**src/hdl/rwoc_pkg.sv**
```systemverilog
package rwoc_pkg;

  localparam int unsigned FIFO_DEPTH = 1024;
  localparam int unsigned PTR_W      = (FIFO_DEPTH > 1) ? $clog2(FIFO_DEPTH) : 1;
  localparam int unsigned USED_W     = $clog2(FIFO_DEPTH + 1);
  localparam int unsigned ROW_W      = 20;
  localparam int unsigned CNT_W      = 24;
  localparam int unsigned ENTRY_W    = ROW_W + CNT_W;

  localparam logic [ROW_W-1:0] WINDOW_Y_RESET = ROW_W'(2500);
  localparam logic [CNT_W-1:0] CNT_MAX        = {CNT_W{1'b1}};

  localparam logic FUNC_POINT = 1'b0;
  localparam logic FUNC_CLEAR = 1'b1;

  typedef enum logic [2:0] {
    S_IDLE,
    S_OVF_RD,
    S_OVF,
    S_PUSH,
    S_RD,
    S_CHK,
    S_EMIT
  } rwoc_state_e;

  // controller to datapath
  typedef struct packed {
    logic clear;    // end of group
    logic count;    // point on the current row
    logic capture;  // latch new row and overflow flag
    logic rd_head;  // read fifo head entry
    logic retire;   // drop head entry, subtract its count
    logic push;     // store current row and its count
    logic emit;     // load result register, start new row
  } rwoc_cmd_t;

  // datapath to controller
  typedef struct packed {
    logic full;
    logic empty;
    logic same_row;
    logic retire_ok;
    logic out_free;
  } rwoc_sts_t;

  function automatic logic [CNT_W-1:0] sat_inc(input logic [CNT_W-1:0] v);
    return (v == CNT_MAX) ? v : v + CNT_W'(1);
  endfunction

  function automatic logic [CNT_W-1:0] sat_sub(input logic [CNT_W-1:0] a,
                                               input logic [CNT_W-1:0] b);
    return (a >= b) ? a - b : '0;
  endfunction

  function automatic logic [PTR_W-1:0] ptr_inc(input logic [PTR_W-1:0] p);
    return (p == PTR_W'(FIFO_DEPTH - 1)) ? '0 : p + PTR_W'(1);
  endfunction

endpackage

```
**src/hdl/rwoc_ctrl.sv**
```systemverilog
module rwoc_ctrl
  import rwoc_pkg::*;
(
  input  logic      clk_i,
  input  logic      rst_ni,
  input  logic      in_valid_i,
  input  logic      func_i,
  input  rwoc_sts_t sts_i,
  output rwoc_cmd_t cmd_o,
  output logic      in_stall_o
);

  rwoc_state_e state_q, state_d;

  always_ff @(posedge clk_i or negedge rst_ni) begin
    if (!rst_ni) begin
      state_q <= S_IDLE;
    end else begin
      state_q <= state_d;
    end
  end

  always_comb begin
    state_d    = state_q;
    cmd_o      = '0;
    in_stall_o = 1'b1;
    unique case (state_q)
      S_IDLE: begin
        in_stall_o = 1'b0;
        if (in_valid_i) begin
          if (func_i == FUNC_CLEAR) begin
            cmd_o.clear = 1'b1;
          end else if (sts_i.same_row) begin
            cmd_o.count = 1'b1;
          end else begin
            cmd_o.capture = 1'b1;
            state_d       = sts_i.full ? S_OVF_RD : S_PUSH;
          end
        end
      end
      S_OVF_RD: begin
        cmd_o.rd_head = 1'b1;
        state_d       = S_OVF;
      end
      S_OVF: begin
        cmd_o.retire = 1'b1;
        state_d      = S_PUSH;
      end
      S_PUSH: begin
        cmd_o.push = 1'b1;
        state_d    = S_RD;
      end
      S_RD: begin
        if (sts_i.empty) begin
          state_d = S_EMIT;
        end else begin
          cmd_o.rd_head = 1'b1;
          state_d       = S_CHK;
        end
      end
      S_CHK: begin
        if (sts_i.retire_ok) begin
          cmd_o.retire = 1'b1;
          state_d      = S_RD;
        end else begin
          state_d = S_EMIT;
        end
      end
      S_EMIT: begin
        if (sts_i.out_free) begin
          cmd_o.emit = 1'b1;
          state_d    = S_IDLE;
        end
      end
      default: state_d = S_IDLE;
    endcase
  end

endmodule

```
**config.mk**
```make
export PLATFORM = sky130hd
export DESIGN_NAME = rwoc_ctrl
export DESIGN_NICKNAME = d
export VERILOG_FILES = /design/src/hdl/rwoc_pkg.sv /design/src/hdl/rwoc_ctrl.sv
export SDC_FILE = /design/constraint.sdc
export NUM_CORES = 1
export LEC_CHECK = 0
export BUFFER_PORTS_ARGS = -buffer_cell sky130_fd_sc_hd__buf_2
export CORE_AREA = 2 2 39 41
export DETAILED_ROUTE_END_ITERATION = 8
export DIE_AREA = 0 0 41 43
export MAX_ROUTING_LAYER = met4
export SETUP_SLACK_MARGIN = 0.4
export SYNTH_ARGS = -nofsm -noshare
export SYNTH_HDL_FRONTEND = slang
export SYNTH_SLANG_ARGS = --single-unit
```
**constraint.sdc**
```tcl
create_clock -name clk_i -period 1.3 [get_ports clk_i]
set_clock_uncertainty 0.2 [all_clocks]
set_input_delay 0 -clock clk_i [delete_from_list [all_inputs] [get_ports clk_i]]
set_output_delay 0 -clock clk_i [all_outputs]
set_load 0.01 [all_outputs]
```
==> results of run 1 <==
## cells in the final DEF (no fill, tap or decap)
| cell type | instances |
|---|---|
| a21o_1 | 2 |
| clkbuf_4 | 3 |
| nand2b_4 | 1 |
| buf_12 | 1 |
| a21oi_1 | 1 |
| nand2_8 | 1 |
| nor3b_2 | 3 |
| buf_6 | 12 |
| and2_2 | 1 |
| inv_4 | 1 |
| o21ai_2 | 2 |
| buf_4 | 7 |
| nor2_1 | 1 |
| o21ai_1 | 1 |
| o311a_4 | 1 |
| nand4b_1 | 1 |
| inv_1 | 1 |
| inv_2 | 1 |
| o31ai_4 | 1 |
| dlygate4sd3_1 | 1 |
| and3_4 | 1 |
| nand2b_1 | 1 |
| buf_2 | 12 |
| a222oi_1 | 1 |
| nor2_4 | 1 |
| clkbuf_1 | 1 |
| dfrtp_2 | 3 |
| and4b_2 | 1 |
| nor3_4 | 1 |
| buf_8 | 1 |
## stage by stage
stage | instances | hold slack [ns]
2_1_floorplan | 31 | -0.496
3_3_place_gp | 67 | -0.402
3_5_place_dp | 67 | -0.399
4_1_cts | 78 | -0.146
5_1_grt | 82 | -0.105
6_report | 82 | -0.132
## kinds of logic (layout without fill, tap and decap cells)
family | after synthesis | after routing
AO/OA/AOI/OAI | 9 | 9
buffers and inverters | 6 | 41
flip-flops | 3 | 3
AND/OR/NAND/NOR | 13 | 13
## path summary, 6_finish.rpt
check | from | endpoint | depth (start not counted)
worst max register to register | state_q[1]$_DFFE_PN0P_ | state_q[0]$_DFFE_PN0P_ | 3
max in group asynchronous | rst_ni | state_q[0]$_DFFE_PN0P_ | 2
worst min register to register | state_q[1]$_DFFE_PN0P_ | state_q[1]$_DFFE_PN0P_ | 2
min in group asynchronous | rst_ni | state_q[1]$_DFFE_PN0P_ | 2
worst max-delay path | state_q[0]$_DFFE_PN0P_ | cmd_o[5] | 3
worst min-delay path | sts_i[4] | state_q[1]$_DFFE_PN0P_ | 3
## worst max-delay path: cells and delay by family (launching register included)
kind	cells	cell delay [ns]
simple gates	2	0.52
buf+inv	1	0.10
flops	1	0.44
## per-layer routing
layer | global-route usage, % | share of wire [%] | vias to the layer above
met5 | - | 0 | -
met2 | 22.5 | 58 | 18
met1 | 11.9 | 33 | 176
li1 | - | - | 185
met3 | 1.57 | 6.8 | 4
met4 | 14.0 | 2.4 | 0
## power by group through the flow
stage / logic (mW) / clock network, mW / registers, mW
after floorplan: 0.528 / 0 / 0.160
after detailed placement: 0.666 / 0 / 0.255
after global routing: 1.27 / 0.179 / 0.264
after global placement: 0.661 / 0 / 0.258
final: 1.18 / 0.170 / 0.248
after CTS: 0.995 / 0.177 / 0.244
## timing repair
item | CTS | global route
buffers inserted | 6 | 4
setup endpoints to repair | 11 | 11
endpoints found under the hold margin | 6 | 6
pin swaps | 5 | 4
resized for setup | 19 | 8
## cell type report
type                            instances  area [sq um]
Clock buffer                            4          26.3
Fill cell                             132           709
Inverter                                3          13.8
Timing Repair Buffer                   34           293
Multi-Input combinational cell         22           243
Tap cell                               16          20.0
Sequential cell                         3          78.8
==> run_results.csv, run 1 <==
group,metric,value,unit
placement,io_buffers,16,
timing,fin_hold_ws,-0.132,ns
timing,setup_ws,-0.199,ns
setup_path,critPathMaxFanout,5,
synth,synth_top_family_by_area,"simple AND/OR/NAND/NOR gates",
synth,yosysTopAreaCellShare,28.0,%
routing,drc,0,
die,coreArea,0.00138,sq mm
synth,ys_top_cells_by_area,"dfrtp_1, nor3_4, buf_2",
synth,synthesis.nets,40,
grt,antenna_found_initial,0,
final_layout,regMostFlops,"state_q",
final_layout,drive_above_1_share,83.3,%
clock_tree,insertion_delay,0.24,ns
min_path,hold_path_class,"primary input to flop",
grt,grt_use_total,13.7,%
grt,overflow,0,
final_layout,nets,76,
power,switchingPower,0.597,mW
setup_path,worstPathCellList,"nor3_4 > and4b_2 > buf_6",
clock_tree,cts_sinks,3,
routing,dr.first_iter.drc_count,7,
clock_tree,cts_tree,"yes",
synth,avgSynthCellArea,8.64,sq um
timing,finalSetupTns,-1.16,ns
setup_path,worstPathRequired,1.10,ns
power,comb_power_share,73.9,%
final_layout,area.growth.synth_to_final,152,%
synth,yosys_most_used_dff,"dfrtp_1",
timing,rsz0062_at_grt,"yes",
power,power,1.60,mW
final_layout,fin_area,674,sq um
timing,slew-limit-headroom,80.9,%
setup_path,cp.arrival,1.30,ns
final_layout,largest_register_ffs,3,
synth,synth_warnings,0,
routing,via_per_inst,4.67,
routing,ant_nets,0,
timing,max_slew.worst_pin.slew,0.286,ns
synth,synth_common_cells,"buf_2, dfrtp_1, inv_1, o21ai_0",
setup_path,regToRegSetupSlack,-0.09,ns
final_layout,reg_top3,"state_q: 3 flops",
outcome,violations,"hold timing, setup timing",
power,clock_power_share,10.6,%
timing,setup_viol,10,
timing,final_max_slew_viol_count,0,
placement,pre_cts_ws,0.000226,ns
synth,yosysSeqAreaShare,28.0,%
setup_path,crit_slowest_cell,"dfrtp_2",
die,ios,17,
clock_tree,cts.path.max_buffers,2,
synth,synth_compound_area_share,23.8,%
power,power_density,2370,mW/mm^2
setup_path,max_stage_delay,0.44,ns
synth,yosysUniqueCellTypes,19,
power,ir_worst_vdd,939,uV
routing,num_vias,383,
timing,max_freq,667,MHz
synth,async_reset_ff_share,100,%
synth,synth-simple-area-share,38.3,%
clock_tree,clk_pin_slew_worst_paths,0.04,ns
routing,drt-pass1-iter-count,4,
synth,synth_xor_area_share,0,%
placement,placed_cell_area,455,sq um
timing,hold_viol_final,6,
placement,dpl.hpwl,608,microns
setup_path,startpoint_type,"flop",
clock_tree,ctsHoldBuffers,1,
synth,synth_top_area_cell,"dfrtp_1",
power,leakage,0.317,nW
power,p_sw_share,37.3,%
routing,finalWirelength,955,microns
power,seqPwrFrac,15.5,%
grt,grt_max_degree,7,
die,die-width,41,microns
die,die_y,43,microns
synth,muxShareOfSynthArea,0,%
final_layout,final_core_util,48.7,%
timing,finalCritPeriodShare,115,%
power,internal-power,1.00,mW
synth,synth_edf_count,0,
die,row_count,14,
clock_tree,cts_root_buf,"clkbuf_4",
die,die_area,0.00176,sq mm
grt,grt_pass1_wl,1470,microns
synth,synth-adder-area-share,0,%
timing,layout_min_cycle_time,1.50,ns
synth,ys_ff_latch,3,
synth,syn_area,268,sq um
job,cap_violations,0,
clock_tree,htreeDepth,1,
grt,grt_pass1_vias,384,
setup_path,path_class,"flop to primary output",
die,initial_core_util,19.3,%
routing,wl_per_cell,11.6,microns
setup_path,endpoint_kind,"primary output",
synth,syn_inst,31,
final_layout,antenna_cells,0,
clock_tree,numCtsBuffers,3,
placement,place_congestion,0.729,
outcome,status,"finished, violations left",
No activity file was read; power rests on OpenSTA's default activity.
==> inputs of run 2 (changes only) <==
--- a/config.mk
+++ b/config.mk
@@ -11,6 +11,7 @@
 export DIE_AREA = 0 0 41 43
 export MAX_ROUTING_LAYER = met4
 export SETUP_SLACK_MARGIN = 0.4
+export SKIP_CTS_REPAIR_TIMING = 1
 export SYNTH_ARGS = -nofsm -noshare
 export SYNTH_HDL_FRONTEND = slang
 export SYNTH_SLANG_ARGS = --single-unit
==> run 2 against run 1 <==
  * The flow still finishes with violations (hold timing, setup timing)
  * Highest routed layer unchanged
  * Global-route usage fell by 3.1 points
  * Critical endpoint unchanged
  * Worst setup slack got worse by 0.0023 ns
  * First-iteration DRC count fell by 43%
  * Largest power group unchanged
==> run_results.csv, run 2 (same netlist as run 1, synthesis figures left out) <==
group,metric,value,unit
setup_path,critPathMaxFanout,7,
die,row_count,14,
job,cap_violations,0,
outcome,violations,"hold timing, setup timing",
final_layout,final_core_util,40.2,%
setup_path,cp.arrival,1.30,ns
timing,setup_viol,10,
die,ios,17,
timing,max_slew.worst_pin.slew,0.300,ns
die,die_y,43,microns
power,ir_worst_vdd,722,uV
timing,setup_ws,-0.201,ns
setup_path,regToRegSetupSlack,-0.19,ns
routing,dr.first_iter.drc_count,4,
final_layout,area.growth.synth_to_final,108,%
power,power_density,2220,mW/mm^2
grt,grt_pass1_vias,299,
grt,grt_use_total,10.6,%
clock_tree,numCtsBuffers,3,
die,coreArea,0.00138,sq mm
grt,grt_max_degree,10,
clock_tree,clk_pin_slew_worst_paths,0.04,ns
routing,via_per_inst,4.47,
final_layout,regMostFlops,"state_q",
timing,fin_hold_ws,-0.121,ns
setup_path,path_class,"flop to primary output",
power,leakage,0.273,nW
placement,io_buffers,16,
timing,finalCritPeriodShare,115,%
placement,place_congestion,0.729,
placement,pre_cts_ws,0.000226,ns
placement,placed_cell_area,455,sq um
grt,antenna_found_initial,0,
timing,slew-limit-headroom,80.0,%
setup_path,reg2reg_depth,4,
routing,finalWirelength,805,microns
routing,drt-pass1-iter-count,4,
die,die-width,41,microns
timing,layout_min_cycle_time,1.50,ns
die,die_area,0.00176,sq mm
routing,drc,0,
setup_path,startpoint_type,"flop",
timing,hold_viol_final,6,
routing,wl_per_cell,10.5,microns
routing,num_vias,344,
grt,overflow,0,
grt,grt_pass1_wl,1110,microns
placement,dpl.hpwl,608,microns
timing,final_max_slew_viol_count,0,
setup_path,r2r-end,"state_q[1]$_DFFE_PN0P_",
timing,max_freq,666,MHz
clock_tree,cts_tree,"yes",
final_layout,layout_commonest_cell,"buf_2",
final_layout,antenna_cells,0,
clock_tree,htreeDepth,1,
setup_path,worstPathRequired,1.10,ns
clock_tree,cts.path.max_buffers,2,
final_layout,drive_above_1_share,75.4,%
die,initial_core_util,19.3,%
setup_path,endpoint_kind,"primary output",
routing,ant_nets,0,
min_path,hold_start,"sts_i[4]",
min_path,hold_path_class,"primary input to flop",
min_path,min_path_cells,3,
clock_tree,cts_sinks,3,
min_path,hold_end,"state_q[1]$_DFFE_PN0P_",
clock_tree,insertion_delay,0.24,ns
timing,rsz0062_at_grt,"yes",
final_layout,fin_area,557,sq um
final_layout,largest_register_ffs,3,
final_layout,final_cell_mix,"buf_2, buf_4, buf_6",
final_layout,nets,71,
outcome,status,"finished, violations left",
clock_tree,cts_root_buf,"clkbuf_4",
setup_path,worstReg2RegStart,"state_q[2]$_DFFE_PN0P_",
final_layout,reg_top3,"state_q: 3 flops",
[run 2: area by class of cell]
cell class                      count  area (sq um)
Sequential cell                     3          78.8
Multi-Input combinational cell     22           204
Clock buffer                        4          26.3
Fill cell                         145           827
Tap cell                           16          20.0
Timing Repair Buffer               29           216
Inverter                            3          11.3
[run 2: metrics by stage]
step | cells | power, mW | hold slack, ns | setup TNS (ns)
CTS | 71 | 1.10 | -0.659 | -1.47
floorplan | 31 | 0.688 | -0.496 | 0
global route | 77 | 1.34 | -0.104 | -1.83
finish | 77 | 1.24 | -0.121 | -1.18
global placement | 67 | 0.920 | -0.402 | -0.00833
detailed placement | 67 | 0.921 | -0.399 | 0
[run 2: report_power, final]
| group | internal (mW) | total [mW] | leakage (nW) | switching [mW] |
|---|---|---|---|---|
| clock | 0.115 | 0.165 | 0.0150 | 0.0496 |
| combinational | 0.507 | 0.825 | 0.225 | 0.318 |
| sequential | 0.150 | 0.248 | 0.0330 | 0.0979 |
[run 2: how the worst max path moves through the flow]
stage,from,endpoint,slack [ns],cells after the start
6_report,state_q[2]$_DFFE_PN0P_,cmd_o[5],-0.20,3
5_1_grt,state_q[2]$_DFFE_PN0P_,cmd_o[5],-0.27,3
4_1_cts,state_q[0]$_DFFE_PN0P_,cmd_o[5],-0.26,3
3_5_place_dp,state_q[0]$_DFFE_PN0P_,cmd_o[5],0.0002,3
3_3_place_gp,state_q[0]$_DFFE_PN0P_,cmd_o[5],-0.008,3
2_1_floorplan,state_q[2]$_DFFE_PN0P_,state_q[1]$_DFFE_PN0P_,0.12,3
[run 2: layer usage]
metal / global-route usage [%] / part of all wire, % / vias to the layer above
li1: - / - / 175
met5: - / 0 / -
met3: 1.57 / 8.1 / 2
met2: 15.6 / 52 / 14
met1: 9.42 / 38 / 153
met4: 14.0 / 1.6 / 0
[run 2: critical path: stages (launching register included)]
cell	delay, ns
dfrtp_2	0.45
nor3_4	0.26
and4b_2	0.26
buf_6	0.10
